### config.mk
export PLATFORM = sky130hd
export DESIGN_NAME = half_duplex_uart_8n1_unit
export DESIGN_NICKNAME = d
export VERILOG_FILES = /design/src/sv/hduart_pkg.sv /design/src/sv/hduart_core.sv /design/src/sv/half_duplex_uart_8n1_unit.sv
export SDC_FILE = /design/constraint.sdc
export NUM_CORES = 1
export LEC_CHECK = 0
export BUFFER_PORTS_ARGS = -buffer_cell sky130_fd_sc_hd__buf_2
export CAP_MARGIN = 40
export CORE_ASPECT_RATIO = 0.9
export CORE_MARGIN = 3
export CORE_UTILIZATION = 45
export CTS_BUF_LIST = sky130_fd_sc_hd__clkbuf_4
export DETAILED_ROUTE_END_ITERATION = 12
export GPL_TIMING_DRIVEN = 0
export PLACE_DENSITY = 0.66
export SLEW_MARGIN = 40
export SYNTH_ARGS = -nofsm -noshare
export SYNTH_HDL_FRONTEND = slang
export SYNTH_SLANG_ARGS = --single-unit
### constraint.sdc
create_clock -name clk_i -period 2.76 [get_ports clk_i]
set_input_delay 0.276 -clock clk_i [delete_from_list [all_inputs] [get_ports clk_i]]
set_output_delay 0.276 -clock clk_i [all_outputs]
set_load 0.01 [all_outputs]
### src/sv/hduart_pkg.sv
// Shared types and constants for the half-duplex 8N1 UART.
// No dependencies; used by hduart_core and half_duplex_uart_8n1_unit.
`default_nettype none

package hduart_pkg;

  localparam int unsigned TICK_COUNTER_BITS = 16;
  localparam int unsigned FRAME_BITS        = 10;

  localparam logic [15:0] BIT_PERIOD_RESET = 16'd104;
  localparam logic [3:0]  RX_SAMPLES       = 4'd10;
  localparam logic [3:0]  TX_BITS_AFTER_START = 4'd9;

  // one timebase tick as it enters the core
  typedef struct packed {
    logic       rx_line;
    logic       send_request;
    logic [7:0] send_byte;
    logic       take_received;
  } tick_t;

  // status word produced for every tick
  typedef struct packed {
    logic       tx_line;
    logic       send_accepted;
    logic       sending;
    logic       receiving;
    logic       received_ready;
    logic [7:0] received_byte;
  } status_t;

endpackage

`default_nettype wire

### src/sv/hduart_core.sv
// Frame state and per-tick update logic of the half-duplex 8N1 UART.
// Depends on hduart_pkg for the tick and status word types.
`default_nettype none

module hduart_core #(
  parameter int unsigned TickBits = hduart_pkg::TICK_COUNTER_BITS
) (
  input  wire logic                clk_i,
  input  wire logic                rst_ni,
  input  wire logic                step_i,
  input  wire hduart_pkg::tick_t   tick_i,
  input  wire logic [15:0]         bit_period_i,
  output hduart_pkg::status_t      status_o
);

  typedef enum logic [1:0] {
    MODE_IDLE = 2'd0,
    MODE_RX   = 2'd1,
    MODE_TX   = 2'd2
  } mode_e;

  localparam int unsigned FB = hduart_pkg::FRAME_BITS;

  mode_e             mode_q, mode_d;
  logic [TickBits-1:0] cnt_q, cnt_d;
  logic [3:0]        bits_q, bits_d;
  logic [FB-1:0]     shift_q, shift_d;
  logic              line_q, line_d;
  logic [7:0]        held_byte_q, held_byte_d;
  logic              held_valid_q, held_valid_d;
  logic              prev_rx_q, prev_rx_d;
  logic              accepted;

  logic [TickBits-1:0] period_raw, half_raw, period, half;

  // register truncated/extended to the counter width; zero acts as one
  assign period_raw = TickBits'(bit_period_i);
  assign half_raw   = period_raw >> 1;
  assign period     = (period_raw == '0) ? TickBits'(1) : period_raw;
  assign half       = (half_raw == '0) ? TickBits'(1) : half_raw;

  always_comb begin
    mode_d       = mode_q;
    cnt_d        = cnt_q;
    bits_d       = bits_q;
    shift_d      = shift_q;
    line_d       = line_q;
    held_byte_d  = held_byte_q;
    held_valid_d = held_valid_q;
    accepted     = 1'b0;

    // take clears first, so a frame ending this tick sets the flag again
    if (tick_i.take_received) begin
      held_valid_d = 1'b0;
    end

    case (mode_q)
      MODE_RX: begin
        if (cnt_q <= TickBits'(1)) begin
          shift_d = {tick_i.rx_line, shift_q[FB-1:1]};
          bits_d  = bits_q - 4'd1;
          cnt_d   = period;
          if (bits_d == 4'd0) begin
            mode_d = MODE_IDLE;
            if (shift_d[FB-1] && !shift_d[0]) begin
              held_byte_d  = shift_d[8:1];
              held_valid_d = 1'b1;
            end
          end
        end else begin
          cnt_d = cnt_q - TickBits'(1);
        end
      end
      MODE_TX: begin
        if (cnt_q <= TickBits'(1)) begin
          if (bits_q == 4'd0) begin
            mode_d = MODE_IDLE;
            line_d = 1'b1;
            cnt_d  = '0;
          end else begin
            line_d  = shift_q[0];
            shift_d = {1'b0, shift_q[FB-1:1]};
            bits_d  = bits_q - 4'd1;
            cnt_d   = period;
          end
        end else begin
          cnt_d = cnt_q - TickBits'(1);
        end
      end
      default: begin
        // idle, and the unused code behaves the same
        mode_d = MODE_IDLE;
        if (prev_rx_q && !tick_i.rx_line) begin
          mode_d  = MODE_RX;
          cnt_d   = half;
          bits_d  = hduart_pkg::RX_SAMPLES;
          shift_d = '0;
        end else if (tick_i.send_request) begin
          mode_d   = MODE_TX;
          accepted = 1'b1;
          line_d   = 1'b0;
          shift_d  = {2'b01, tick_i.send_byte};
          bits_d   = hduart_pkg::TX_BITS_AFTER_START;
          cnt_d    = period;
        end
      end
    endcase

    prev_rx_d = tick_i.rx_line;
  end

  always_ff @(posedge clk_i or negedge rst_ni) begin
    if (!rst_ni) begin
      mode_q       <= MODE_IDLE;
      cnt_q        <= '0;
      bits_q       <= '0;
      shift_q      <= '0;
      line_q       <= 1'b1;
      held_byte_q  <= '0;
      held_valid_q <= 1'b0;
      prev_rx_q    <= 1'b1;
    end else if (step_i) begin
      mode_q       <= mode_d;
      cnt_q        <= cnt_d;
      bits_q       <= bits_d;
      shift_q      <= shift_d;
      line_q       <= line_d;
      held_byte_q  <= held_byte_d;
      held_valid_q <= held_valid_d;
      prev_rx_q    <= prev_rx_d;
    end
  end

  always_comb begin
    status_o.tx_line        = line_d;
    status_o.send_accepted  = accepted;
    status_o.sending        = (mode_d == MODE_TX);
    status_o.receiving      = (mode_d == MODE_RX);
    status_o.received_ready = held_valid_d;
    status_o.received_byte  = held_byte_d;
  end

  a_bits_bound: assert property (@(posedge clk_i) disable iff (!rst_ni)
    bits_q <= hduart_pkg::RX_SAMPLES)
    else $error("bit counter out of range");

  a_accept_starts_tx: assert property (@(posedge clk_i) disable iff (!rst_ni)
    step_i && status_o.send_accepted |=> mode_q == MODE_TX && !line_q)
    else $error("accepted send did not start a frame");

  a_idle_line_mark: assert property (@(posedge clk_i) disable iff (!rst_ni)
    mode_q != MODE_TX |-> line_q)
    else $error("tx line low outside a transmit frame");

  a_one_direction: assert property (@(posedge clk_i) disable iff (!rst_ni)
    step_i && status_o.send_accepted |-> !status_o.receiving)
    else $error("send accepted while receiving");

endmodule

`default_nettype wire

### src/sv/half_duplex_uart_8n1_unit.sv
// Half-duplex 8N1 UART: one timebase tick per input word, one status word out.
// The input channel feeds an input register, the core updates the frame state,
// and each status word lands in an output register before it leaves.
// Use: drive one tick word per timebase tick on the in_* channel (receive pin
// level, optional send request with byte, take of the held received byte).
// Every accepted tick yields exactly one status word on the out_* channel.
// An accepted tick goes from the input register through the combinational
// core update into the output register; its status word is presented on
// out_valid_o. Throughput: one tick per clock unless the output stalls.
// A stalled output (out_ready_i low) holds the status word; one more tick
// may wait in the input register, after which in_ready_o drops until the
// output is taken. bit_period is written on the cfg_* channel, always
// ready, and must only change while no tick is in flight.
// Reset: no words in flight, receiver and transmitter idle, core tx line at
// mark, no held byte, bit_period back to 104 (out_* data is not reset).
`default_nettype none

module half_duplex_uart_8n1_unit #(
  parameter int unsigned TickBits = hduart_pkg::TICK_COUNTER_BITS
) (
  input  wire logic        clk_i,
  input  wire logic        rst_ni,
  // tick input channel
  input  wire logic        in_valid_i,
  output logic             in_ready_o,
  input  wire logic        rx_line_i,
  input  wire logic        send_request_i,
  input  wire logic [7:0]  send_byte_i,
  input  wire logic        take_received_i,
  // status output channel
  output logic             out_valid_o,
  input  wire logic        out_ready_i,
  output logic             tx_line_o,
  output logic             send_accepted_o,
  output logic             sending_o,
  output logic             receiving_o,
  output logic             received_ready_o,
  output logic [7:0]       received_byte_o,
  // bit period register write
  input  wire logic        cfg_valid_i,
  output logic             cfg_ready_o,
  input  wire logic [15:0] cfg_data_i
);

  logic                in_valid_q, in_valid_d;
  hduart_pkg::tick_t   in_q;
  logic                out_valid_q, out_valid_d;
  hduart_pkg::status_t out_q, status;
  logic [15:0]         period_q;
  logic                out_free, step;

  assign out_free   = !out_valid_q || out_ready_i;
  assign step       = in_valid_q && out_free;
  assign in_ready_o = !in_valid_q || out_free;
  assign cfg_ready_o = 1'b1;

  always_comb begin
    in_valid_d = in_valid_q;
    if (in_ready_o) begin
      in_valid_d = in_valid_i;
    end
    out_valid_d = out_valid_q;
    if (out_free) begin
      out_valid_d = step;
    end
  end

  always_ff @(posedge clk_i or negedge rst_ni) begin
    if (!rst_ni) begin
      in_valid_q  <= 1'b0;
      out_valid_q <= 1'b0;
      period_q    <= hduart_pkg::BIT_PERIOD_RESET;
    end else begin
      in_valid_q  <= in_valid_d;
      out_valid_q <= out_valid_d;
      if (cfg_valid_i) begin
        period_q <= cfg_data_i;
      end
    end
  end

  always_ff @(posedge clk_i) begin
    if (in_ready_o && in_valid_i) begin
      in_q.rx_line       <= rx_line_i;
      in_q.send_request  <= send_request_i;
      in_q.send_byte     <= send_byte_i;
      in_q.take_received <= take_received_i;
    end
    if (step) begin
      out_q <= status;
    end
  end

  hduart_core #(
    .TickBits(TickBits)
  ) u_core (
    .clk_i       (clk_i),
    .rst_ni      (rst_ni),
    .step_i      (step),
    .tick_i      (in_q),
    .bit_period_i(period_q),
    .status_o    (status)
  );

  assign out_valid_o      = out_valid_q;
  assign tx_line_o        = out_q.tx_line;
  assign send_accepted_o  = out_q.send_accepted;
  assign sending_o        = out_q.sending;
  assign receiving_o      = out_q.receiving;
  assign received_ready_o = out_q.received_ready;
  assign received_byte_o  = out_q.received_byte;

endmodule

`default_nettype wire
* Yosys cells after proc, flatten, opt, wreduce, memory -nomap -nowiden *
Cells that the tools add are included.

word-level totals
  word-level logic and storage cells = 91
  input bits = 32
  bits in registers = 85
  output and inout port bits = 16

operators by class
  $add $sub $neg = 2
  equal/unequal tests = 7
  muxes and demuxes = 42
  $lt $le $gt $ge = 1
  reductions and logical operators = 18

operators by type and width
  kind                                                                                number
  16-bit two-way mux                                                                  6
  10-bit two-way mux                                                                  5
  16-bit zero test                                                                    2
  8-bit two-way mux                                                                   4
  16-bit one-hot mux with 2 select lines                                              1
  4-bit two-way mux                                                                   5
  10-bit one-hot mux with 2 select lines                                              1
  16-bit by 1-bit less-or-equal comparator with 1-bit output (second input constant)  1
  16-bit by 1-bit subtractor with 16-bit output (second input constant)               1
  15-bit two-way mux                                                                  1
  2-bit two-way mux                                                                   6
  1-bit two-way mux                                                                   10
  4-bit zero test                                                                     2
  4-bit one-hot mux with 2 select lines                                               1
  5-bit AND reduction                                                                 1
  2-bit by 1-bit equality test with 1-bit output (second input constant)              2
  2-bit equality test (second input constant)                                         2
  1-bit logical AND                                                                   4
  1-bit zero test                                                                     4
  2-bit by 1-bit inequality test with 1-bit output (second input constant)            2
  2-bit one-hot mux with 2 select lines                                               1
  4-bit nonzero test                                                                  1
  4-bit by 1-bit subtractor with 4-bit output (second input constant)                 1
  3-bit OR reduction                                                                  1
  4 further kinds                                                                     5

* Logic depth before layout (Yosys ltp) *
Gate-level depths: netlist of the first run.

  depth in word-level cells = 6
  depth in mapped cells = 8
  depth with buffers taken out = 7

* Hierarchy *
Synthesis of the first run repeated with hierarchy kept, for this count alone.

second synthesis, totals
  cell total of the unflattened synthesis = 402
  area, all modules = 4525.6 um2

by module, submodules not included
  module                     cells each  sequential area each (um2)  times used  area an instance (um2)
  hduart_core                334         1078.5                      1           3051.7
  half_duplex_uart_8n1_unit  68          1174.9                      1           1473.9

* Worst setup path after synthesis of the first run *
Ideal clock, no wire load.

  path type = flip-flop to flip-flop
  from = register u_core.cnt_q[11]
  to = register out_q, in the netlist received_byte_o[0] (data pin)
  buffers on the path = 0
  slack = 77 ps
  period minus slack after synthesis = 2683 ps
  cell stages (with the launch flop) = 6
  data arrival time = 2424 ps
  data required time = 2500 ps
  setup time = 260 ps
  path through = dfrtp_1 > or4_4 > nor4_2 > nand2_2 > nor3_2 > mux2_2

RTL lines
  item                    line                             text
  from (decl)             hduart_core.sv:25                logic [TickBits-1:0] cnt_q, cnt_d;
  from (signal assigned)  hduart_core.sv:124               cnt_q <= cnt_d;
  to (signal assigned)    half_duplex_uart_8n1_unit.sv:90  out_q <= status;
  to (decl)               half_duplex_uart_8n1_unit.sv:48  hduart_pkg::status_t out_q, status;

* Final worst setup path of the first run *
  from = register u_core.cnt_q[11]
  to = register u_core.cnt_q[8]

on the way
  cells in the longest elaborated chain, start to end = 3
  elaborated cells between the ends (all ways) = 4
  classes of those cells = order compare: 1; mux: 3

RTL lines
  item                                                            line                                  text
  16-bit by 1-bit less-or-equal comparator with 1-bit output (*)  hduart_core.sv:59, hduart_core.sv:75
  16-bit two-way mux, on equally long branches                    hduart_core.sv:75, hduart_core.sv:59
  16-bit one-hot mux with 2 select lines (*)                      hduart_core.sv:57                     case (mode_q)

Mark *: on every way between the ends. The rest lies on a longest branch, timed or not.
A chain may end at the register's enable or synchronous reset.

==> results of run 1 <==
==> through the flow <==
step                cell area (sq um)  hold WS, ps  power, mW
floorplan                        4383       -19.59      3.273
global placement                 4761        453.2      3.761
detailed placement               4777        403.6      3.831
CTS                              5072       0.6895      4.531
global route                     5218        17.37      5.041
finish                           5218        41.51      4.732
==> registers in the layout (all words and copies together) (netlist names) <==
| name | flops |
|---|---|
| in_q | 11 |
| in_valid_q | 1 |
| out_valid_o | 1 |
| period_q | 16 |
| received_byte_o | 8 |
| received_ready_o | 1 |
| receiving_o | 1 |
| send_accepted_o | 1 |
| sending_o | 1 |
| tx_line_o | 1 |
| u_core.bits_q | 4 |
| u_core.cnt_q | 16 |
| u_core.held_byte_q | 8 |
| u_core.held_valid_q | 1 |
| u_core.line_q | 1 |
| u_core.mode_q | 2 |
| u_core.prev_rx_q | 1 |
| u_core.shift_q | 10 |
==> power by group through the flow <==
stage | Combinational, mW | Clock, mW | Sequential, mW
6_report | 2.18 | 0.650 | 1.90
5_1_grt | 2.38 | 0.722 | 1.94
4_1_cts | 1.99 | 0.669 | 1.87
3_5_place_dp | 1.93 | 0 | 1.90
3_3_place_gp | 1.88 | 0 | 1.88
2_1_floorplan | 1.45 | 0 | 1.82
==> kinds of logic after synthesis <==
family / Yosys count
other: 1
AOI/OAI and AO/OA: 93
DFF: 85
adders and majority gates: 6
xor gates and xnor gates: 5
muxes: 51
buffers and inverters: 34
and+or+nand+nor: 116
==> cells in the mapped netlist (2+ instances only) <==
| library cell | count |
|---|---|
| and2_1 | 4 |
| a221oi_1 | 2 |
| inv_1 | 18 |
| or3_1 | 3 |
| nand3_1 | 8 |
| a21oi_1 | 22 |
| dfrtp_1 | 56 |
| mux2_4 | 5 |
| nand4_1 | 2 |
| o21bai_1 | 2 |
| xnor2_1 | 5 |
| or4_1 | 3 |
| a22o_1 | 11 |
| o22ai_1 | 5 |
| a22oi_1 | 2 |
| nor4_1 | 9 |
| o21ai_0 | 14 |
| nand2_1 | 25 |
| a31oi_1 | 4 |
| o311ai_0 | 2 |
| dfstp_2 | 5 |
| edfxtp_1 | 24 |
| mux2i_1 | 9 |
| nor3_1 | 15 |
| mux2_2 | 37 |
| a21o_1 | 2 |
| nor2_1 | 25 |
| a222oi_1 | 5 |
| o211ai_1 | 6 |
| o31a_1 | 2 |
| ha_1 | 6 |
| nor3b_1 | 3 |
| or2_2 | 2 |
| or4_4 | 2 |
| clkbuf_1 | 12 |
| o221ai_1 | 3 |
| nand2b_1 | 6 |
==> metal layers <==
| metal | GRT usage | vias up | wire [um] |
|---|---|---|---|
| li1 | - | 1638 | - |
| met1 | 0.3017 | 1795 | 5123 |
| met2 | 0.2999 | 150 | 4980 |
| met3 | 0.03894 | 18 | 722 |
| met4 | 0.07191 | 0 | 163 |
| met5 | 0 | - | 0 |
==> area by class of cell <==
type,count,area (sq um)
Timing Repair Buffer,74,491.7
Clock inverter,5,35.03
Multi-Input combinational cell,272,2052
Clock buffer,11,82.58
Fill cell,834,4073
Inverter,19,78.83
Sequential cell,85,2255
Tap cell,122,152.6
Buffer,14,70.07
==> path summary, 6_finish.rpt <==
path                             startpoint  slack (ps)  depth (start not counted)              end
max                        u_core.cnt_q[11]         -20                          5  u_core.cnt_q[8]
min                              in_valid_i          40                          2       in_valid_q
min in group asynchronous            rst_ni         370                          2  u_core.cnt_q[5]
max in group asynchronous            rst_ni        1990                          2    u_core.line_q
min reg2reg                   u_core.line_q         510                          2    u_core.line_q
max reg2reg                u_core.cnt_q[11]         -20                          5  u_core.cnt_q[8]
==> timing repair <==
action	in CTS	in global routing
endpoints found under the hold margin	64	3
hold buffers	9	3
buffers inserted	8	9
resized for setup	5	10
pin swaps	3	0
endpoints found under the setup margin	34	30
==> run summary, run 1 <==
Crit path top cell by count = or4_4
Ys Warns = 0
crit end category = register
clock share of power = 0.137
compound-gate portion of the synthesized area = 0.1513
GR Overflow Total = 0
share of the synthesized area in the top cell type = 0.3197
vias = 3,601
die area = 10,960 sq um
number of clock sinks = 85
critical path's top delay family = compound AO/OA/AOI/OAI gates
clk_lat worst skew = 450 ps
Fin. Hold Viols = 0
main area contributors after synthesis = dfrtp_1, edfxtp_1, mux2_2, dfstp_2, a21oi_1
Root Buffer = clkbuf_4
first-pass GRT wire length = 17,370 um
prevailing post-synth register cell = dfrtp_1
Power Dens Cells = 906.9 nW/um^2
Max Buffers Root-to-Sink = 2
Starting Density = 0.4718
largest family of logic cells by synthesized area = compound AO/OA/AOI/OAI gates
number of synthesized flops with an enable pin = 24
number of vias per cell = 5.982
post-synthesis xor/xnor area fraction = 0.009991
post-synthesis mux area share = 0.1327
NetSw = 2.006 mW
CP arrival = 3150 ps
post-synthesis cell type count = 62
die width = 110.0 um
Area growth, synth to finish = 19.04%
vias in the first global route = 3,346
total track usage = 0.2043
CTS tree = yes
syn avg cell area = 11.21 sq um
dpl cells = 558
commonest non-fill, non-tap cell in the layout = dfrtp_1
Worst path max stage delay = 710 ps
non-filler instance count after layout = 602
routability cong. = 0.9267
row cnt = 33
worst slew pin tran = 721.1 ps
min Tclk post-route = 2784 ps
largest net degree at the start of global routing = 62
Max Cap Viol = 0
sw frac = 0.4239
Core Util, Final = 0.5616
initial antenna violation count = 0
routed len/inst = 18.26 um
area leader, netlist = dfrtp_1
Yosys reg bits = 85
# DRC = 0
Int Pwr = 2.726 mW
syn_nets = 429
CORE AREA = 9290 sq um
Final Setup Violations = 1
critical-path maximum fanout = 5
port bufs = 45
IR Drop Worst-Case VDD = 0.0003352 V
I/O Pins = 48
clock slew at reported path FFs = 150 ps
final wirelength = 10,990 um
number of CTS-inserted buffers = 9
unrepaired setup endpoints after global routing = yes
number of buffers and inverters on the critical path = 0
failing checks = setup timing
Crit path required time = 3130 ps
most frequent cells in the layout = dfrtp_1, buf_2, mux2_2
Post-synth ARST share = 0.7176
critical path startpoint category = register
Clock Skew = 20.42 ps
Post-Syn Area = 4383 sq um
Hold WC Path Type = primary input to register
Die Ht = 99.63 um
simple-gate share of the synthesized area = 0.1422
Antenna Diode Count = 0
layout cells sized above 1 = 0.3146
crit share post-route = 1.009
status = finished with violations
Syn Inst Count = 391
final slew viol count = 0
max_slew headroom = 0.5140
HPWL Detailed = 7342 um
DR pass1 iterations = 5
crit path cell chain = or4_4, or4_4, o41ai_2, a222oi_1, o22ai_1
pre-CTS setup slack = -597.0 ps
worst setup path category = register to register
combinational power share = 0.460
Leakage = 2.237 nW
CP max-delay cell = o41ai_2
initial drt markers = 311
ANT nets after route = 0
adder-cell share of the synthesized area = 0.01713
H-tree depth = 3
setup_tns = -24.09 ps
Max Clock Freq = 359.2 MHz
sequential power share = 0.402
nets = 513
post-route setup slack = -24.09 ps
Seq/Total Area, Yosys = 0.5141
Note: power is estimated with default switching activity, not from simulation.
==> run 2, diff against run 1 <==
- PLACE_DENSITY: 0.66 -> default
- PLACE_DENSITY_LB_ADDON: default -> 0.2
==> run 2 against run 1 <==
First-iteration DRC count shrank 32%. The flow still finishes with violations (setup timing). Non-clock buffer count decreased by 4. Clock power is 12% higher. Setup slack improved by 4.1 ps. Maximum frequency rose by 0.15%. Count of clock-buffer cells in the layout decreased by 2. Core utilization is 0.35 points higher. Die area is the same. Sequential cell count stayed put. Final cell count down 0.83%. Sequential share of layout area decreased by 0.27 points.
==> run summary, run 2 (synthesized netlist as in run 1, its figures left out) <==
routed len/inst = 18.24 um (about the same)
Hold WC Path Type = primary input to register
# DRC = 0 (unchanged)
initial drt markers = 212 (-32%)
ANT nets after route = 0 (unchanged)
setup_tns = -62.75 ps (-38.66 ps)
Final Setup Violations = 5 (+4)
critical-path maximum fanout = 6 (+1)
crit end category = register
Max Clock Freq = 359.7 MHz (+0.15%)
Clock Skew = 21.22 ps (+0.7911 ps)
number of clock sinks = 85 (unchanged)
DR pass1 iterations = 7 (+2)
final slew viol count = 0 (unchanged)
Hold Slack = 44.74 ps (+3.222 ps)
final wirelength = 10,890 um (-0.93%)
dpl cells = 558 (unchanged)
CTS tree = yes
clk_lat worst skew = 450 ps (about the same)
max_slew headroom = 0.5284 (+0.01442)
Root Buffer = clkbuf_4
commonest non-fill, non-tap cell in the layout = dfrtp_1
Starting Density = 0.4718 (unchanged)
Max Buffers Root-to-Sink = 2 (unchanged)
critical path startpoint category = register
non-filler instance count after layout = 597 (-0.83%)
Crit path required time = 3100 ps (-30 ps)
Power Dens Cells = 917.7 nW/um^2 (+1.2%)
first-pass GRT wire length = 17,980 um (+3.5%)
die area = 10,960 sq um (unchanged)
Register Area = 2255 sq um (unchanged)
nets = 509 (-0.78%)
clock slew at reported path FFs = 140 ps (about the same)
I/O Pins = 48 (unchanged)
CORE AREA = 9290 sq um (unchanged)
post-route design area = 5250 sq um (+0.62%)
worst slew pin tran = 700.9 ps (-20.21 ps)
HPWL Detailed = 7437 um (+1.3%)
Pwr Total = 4.818 mW (+1.8%)
CP arrival = 3120 ps (-30 ps)
failing checks = setup timing
Fin. Hold Viols = 0 (unchanged)
GR Overflow Total = 0 (unchanged)
number of CTS-inserted buffers = 9 (unchanged)
r2r setup slk = -20 ps (about the same)
min Tclk post-route = 2780 ps (-4.130 ps)
IR Drop Worst-Case VDD = 0.0003660 V (+9.2%)
H-tree depth = 3 (unchanged)
vias = 3,492 (-3.0%)
largest net degree at the start of global routing = 62 (unchanged)
Max Cap Viol = 0 (unchanged)
post-route setup slack = -19.96 ps (+4.130 ps)
worst setup path category = register to register
unrepaired setup endpoints after global routing = yes
row cnt = 33 (unchanged)
layout cells sized above 1 = 0.3074 (-0.007215)
top flop regs = period_q: 16 flops, u_core.cnt_q: 16 flops, in_q: 11 flops
Antenna Diode Count = 0 (unchanged)
total track usage = 0.2106 (+0.006266)
routability cong. = 0.9185 (-0.88%)
number of vias per cell = 5.849 (-2.2%)
Leakage = 2.242 nW (+0.19%)
port bufs = 45 (unchanged)
status = finished with violations
vias in the first global route = 3,421 (+2.2%)
crit share post-route = 1.007 (-0.001496)
Placed Area = 4780 sq um (about the same)
initial antenna violation count = 0 (unchanged)
Fillers = 796 (-4.6%)
multi-input combinational cell area = 2073 sq um (+1.0%)
die width = 110.0 um (unchanged)
Die Ht = 99.63 um (unchanged)
most frequent cells in the layout = dfrtp_1, buf_2, mux2_2
Area growth, synth to finish = 19.78%
-- run 2: repair_timing --
item / in CTS / in global routing
cloned: 0 / 0
hold endpoints to repair: 67 / 1
pin swaps: 3 / 1
setup endpoints to repair: 35 / 44
hold buffers: 12 / 1
setup buffers: 6 / 6
gates resized for setup: 6 / 15
-- run 2: report_power, final --
group          switching (mW)  internal, mW
Combinational            1.27         0.923
Clock                   0.446         0.282
Sequential              0.302          1.60
-- run 2: layout make-up --
class | count | area share
Buffer | 14 | 0.01335
Clock buffer | 9 | 0.01287
Clock inverter | 6 | 0.01382
Inverter | 19 | 0.01501
Multi-Input combinational cell | 272 | 0.3949
Sequential cell | 85 | 0.4295
Tap cell | 122 | 0.02908
Timing Repair Buffer | 70 | 0.09152
-- run 2: metal layers --
layer  vias to the layer above  GRT usage  share of wire
li1                       1628          -              -
met2                       126     0.3078           0.46
met4                         0    0.06424          0.012
met5                         -          0              0
met1                      1725     0.3079           0.47
met3                        13    0.05321          0.064
-- run 2: final timing paths --
| check | cells after the start | start | to |
|---|---|---|---|
| max in group asynchronous | 2 | rst_ni | u_core.cnt_q[8] |
| hold reg to reg | 2 | u_core.line_q | u_core.line_q |
| setup / recovery | 6 | u_core.cnt_q[11] | u_core.shift_q[7] |
| setup reg to reg | 6 | u_core.cnt_q[11] | u_core.shift_q[7] |
| min in group asynchronous | 2 | rst_ni | u_core.cnt_q[5] |
| hold / removal | 2 | cfg_data_i[9] | period_q[9] |
-- run 2: metrics by stage --
| stage | util | setup slack, ps |
|---|---|---|
| 6_report | 0.5651 | -19.96 |
| 5_1_grt | 0.5651 | -95.58 |
| 4_1_cts | 0.5521 | 1.239 |
| 3_5_place_dp | 0.5145 | -603.0 |
| 3_3_place_gp | 0.5125 | -580.7 |
| 2_1_floorplan | - | 76.69 |
-- run 2: worst max-delay path, stage by stage (launching register included) --
cell	delay, ps
dfrtp_1	430
or4_4	600
or4_4	550
or3_4	410
a21oi_4	230
buf_8	180
mux2_4	300
==> run 3, diff against run 2 <==
- PLACE_DENSITY: default -> 0.7
- PLACE_DENSITY_LB_ADDON: 0.2 -> default
==> run 3 against run 2 <==
Maximum frequency rose by 0.24%. Sequential power barely moved. The run still ends with setup timing left. Global-route usage fell by 0.45 points.
==> run summary, run 3 (synthesized netlist as in run 1, its figures left out) <==
status = finished with violations
failing checks = setup timing
number of CTS-inserted buffers = 9 (unchanged)
Fillers = 786 (-1.3%)
Root Buffer = clkbuf_4
Die Ht = 99.63 um (unchanged)
layout cells sized above 1 = 0.3152 (+0.007872)
DR pass1 iterations = 10 (+3)
Crit path required time = 3080 ps (-20 ps)
Top Layer Used = met4
critical path startpoint category = register
IR Drop Worst-Case VDD = 0.0003811 V (+4.1%)
worst setup path category = register to register
multi-input combinational cell area = 2052 sq um (-1.0%)
I/O Pins = 48 (unchanged)
H-tree depth = 3 (unchanged)
Worst Setup SP = u_core.cnt_q[5]
total track usage = 0.2060 (-0.004535)
HPWL Detailed = 7437 um (about the same)
initial drt markers = 376 (+77%)
top flop regs = period_q: 16 flops, u_core.cnt_q: 16 flops, in_q: 11 flops
Clock Skew = 28.63 ps (+7.417 ps)
routed wl met3 = 766 um (+9.7%)
clk_lat worst skew = 450 ps (about the same)
routability cong. = 0.8847 (-3.7%)
pre-CTS setup slack = -522.8 ps (+80.23 ps)
Reg2Reg Depth = 6 (unchanged)
vias = 3,608 (+3.3%)
destination of the worst hold path = in_q[9]
routed len/inst = 17.99 um (-1.4%)
CP max-delay cell = or4_4
final slew viol count = 0 (unchanged)
Power Dens Cells = 929.2 nW/um^2 (+1.3%)
Starting Density = 0.4718 (unchanged)
hold depth = 1 (-1)
row cnt = 33 (unchanged)
number of buffers and inverters on the critical path = 1 (unchanged)
crit path cell chain = or4_4, or4_4, or3_4, a21oi_4, buf_4, mux2_2
critical-path maximum fanout = 7 (+1)
Fin. Hold Viols = 0 (unchanged)
first-pass GRT wire length = 17,770 um (-1.2%)
crit share post-route = 1.005 (-0.002440)
ANT nets after route = 0 (unchanged)
max_slew headroom = 0.3885 (-0.1399)
Placed Area = 4771 sq um (-0.18%)
Leakage = 2.244 nW (+0.11%)
die width = 110.0 um (unchanged)
die area = 10,960 sq um (unchanged)
crit end category = register
met2 WL = 4922 um (-0.69%)
clock slew at reported path FFs = 140 ps (about the same)
GR Overflow Total = 0 (unchanged)
Final Setup Violations = 4 (-1)
Reg-to-Reg End = u_core.shift_q[1]
Crit path top cell by count = or4_4
# DRC = 0 (unchanged)
commonest non-fill, non-tap cell in the layout = dfrtp_1
Worst path max stage delay = 530 ps (-70 ps)
min Tclk post-route = 2773 ps (-6.733 ps)
Worst R2R Start = u_core.cnt_q[5]
Area growth, synth to finish = 19.67% (about the same)
Register Area = 2255 sq um (unchanged)
Max Cap Viol = 0 (unchanged)
CTS tree = yes
setup_tns = -32.22 ps (+30.53 ps)
post-route setup slack = -13.23 ps (+6.733 ps)
most frequent cells in the layout = dfrtp_1, buf_2, mux2_2
critical path's top delay family = simple AND/OR/NAND/NOR gates
largest net degree at the start of global routing = 62 (unchanged)
port bufs = 45 (unchanged)
r2r setup slk = -10 ps (about the same)
number of clock sinks = 85 (unchanged)
hold_sp = send_request_i
vias in the first global route = 3,504 (+2.4%)
Hold WC Path Type = primary input to register
Max Buffers Root-to-Sink = 2 (unchanged)
post-route design area = 5245 sq um (about the same)
Max Clock Freq = 360.6 MHz (+0.24%)
Antenna Diode Count = 0 (unchanged)
met1 wire length = 4895 um (-4.2%)
number of vias per cell = 6.003 (+2.6%)
Core Util, Final = 0.5646 (about the same)
worst slew pin tran = 908.9 ps (+208.0 ps)
CORE AREA = 9290 sq um (unchanged)
final wirelength = 10,810 um (-0.71%)
CP arrival = 3090 ps (-30 ps)
initial antenna violation count = 0 (unchanged)
unrepaired setup endpoints after global routing = yes
nets = 512 (+0.59%)
-- run 3: cell count changes in the layout (fill, tap and decap cells not counted), moves of 2 or more --
| cell | before | now |
|---|---|---|
| buf_4 | 10 | 17 |
| dlygate4sd3_1 | 13 | 10 |
| mux2_2 | 34 | 36 |
| mux2_4 | 8 | 6 |
| nor2_2 | 1 | 3 |
-- run 3: power by group --
group / internal [mW] / total (mW) / switching, mW / leakage, nW
clock: 0.290 / 0.752 / 0.463 / 0.0784
sequential: 1.60 / 1.89 / 0.292 / 0.989
combinational: 0.941 / 2.23 / 1.29 / 1.18
-- run 3: repair_timing --
action                                  in CTS  in global routing
hold buffers                                 9                  1
hold endpoints to repair                    64                  1
pin swaps                                    3                  5
gates resized for setup                      6                 12
buffers inserted                             7                 11
endpoints found under the setup margin      37                 45
-- run 3: metrics by stage --
stage                     hold slack (ps)  power (mW)  instances
after floorplan                    -19.59       3.273        391
after global placement              454.6       3.750        558
after detailed placement            406.0       3.838        558
after CTS                           1.899       4.661        590
after global routing                1.166       5.192        601
final                               20.12       4.874        601
-- run 3: per-layer routing --
layer / vias to the layer above / track usage
li1: 1638 / -
met1: 1792 / 0.3040
met2: 159 / 0.3144
met3: 19 / 0.02985
met4: 0 / 0.06328
met5: - / 0
-- run 3: worst register-to-register path: stages, from the launching register on --
cell and delay [ps]:
dfrtp_2 480, or4_4 530, or4_4 530, or3_4 440, a21oi_4 220, buf_4 150
mux2_2 320
-- run 3: area by class of cell --
cell class	count	share of cell area
flip-flops and latches	85	0.4299
multi-input cells	272	0.3912
repair buffers	73	0.09208
well taps	122	0.02910
clock inverters	7	0.01646
inverters	19	0.01503
plain buffers	14	0.01336
clock buffers	9	0.01288
-- run 3: worst max path at each step --
stage	slack [ps]	endpoint	depth (start not counted)
after global placement	-550	received_byte_o[0]	6
after floorplan	80	received_byte_o[0]	5
after global routing	-30	u_core.shift_q[0]	6
final	-10	u_core.shift_q[1]	6
after CTS	2	u_core.shift_q[9]	7
after detailed placement	-520	received_byte_o[0]	6
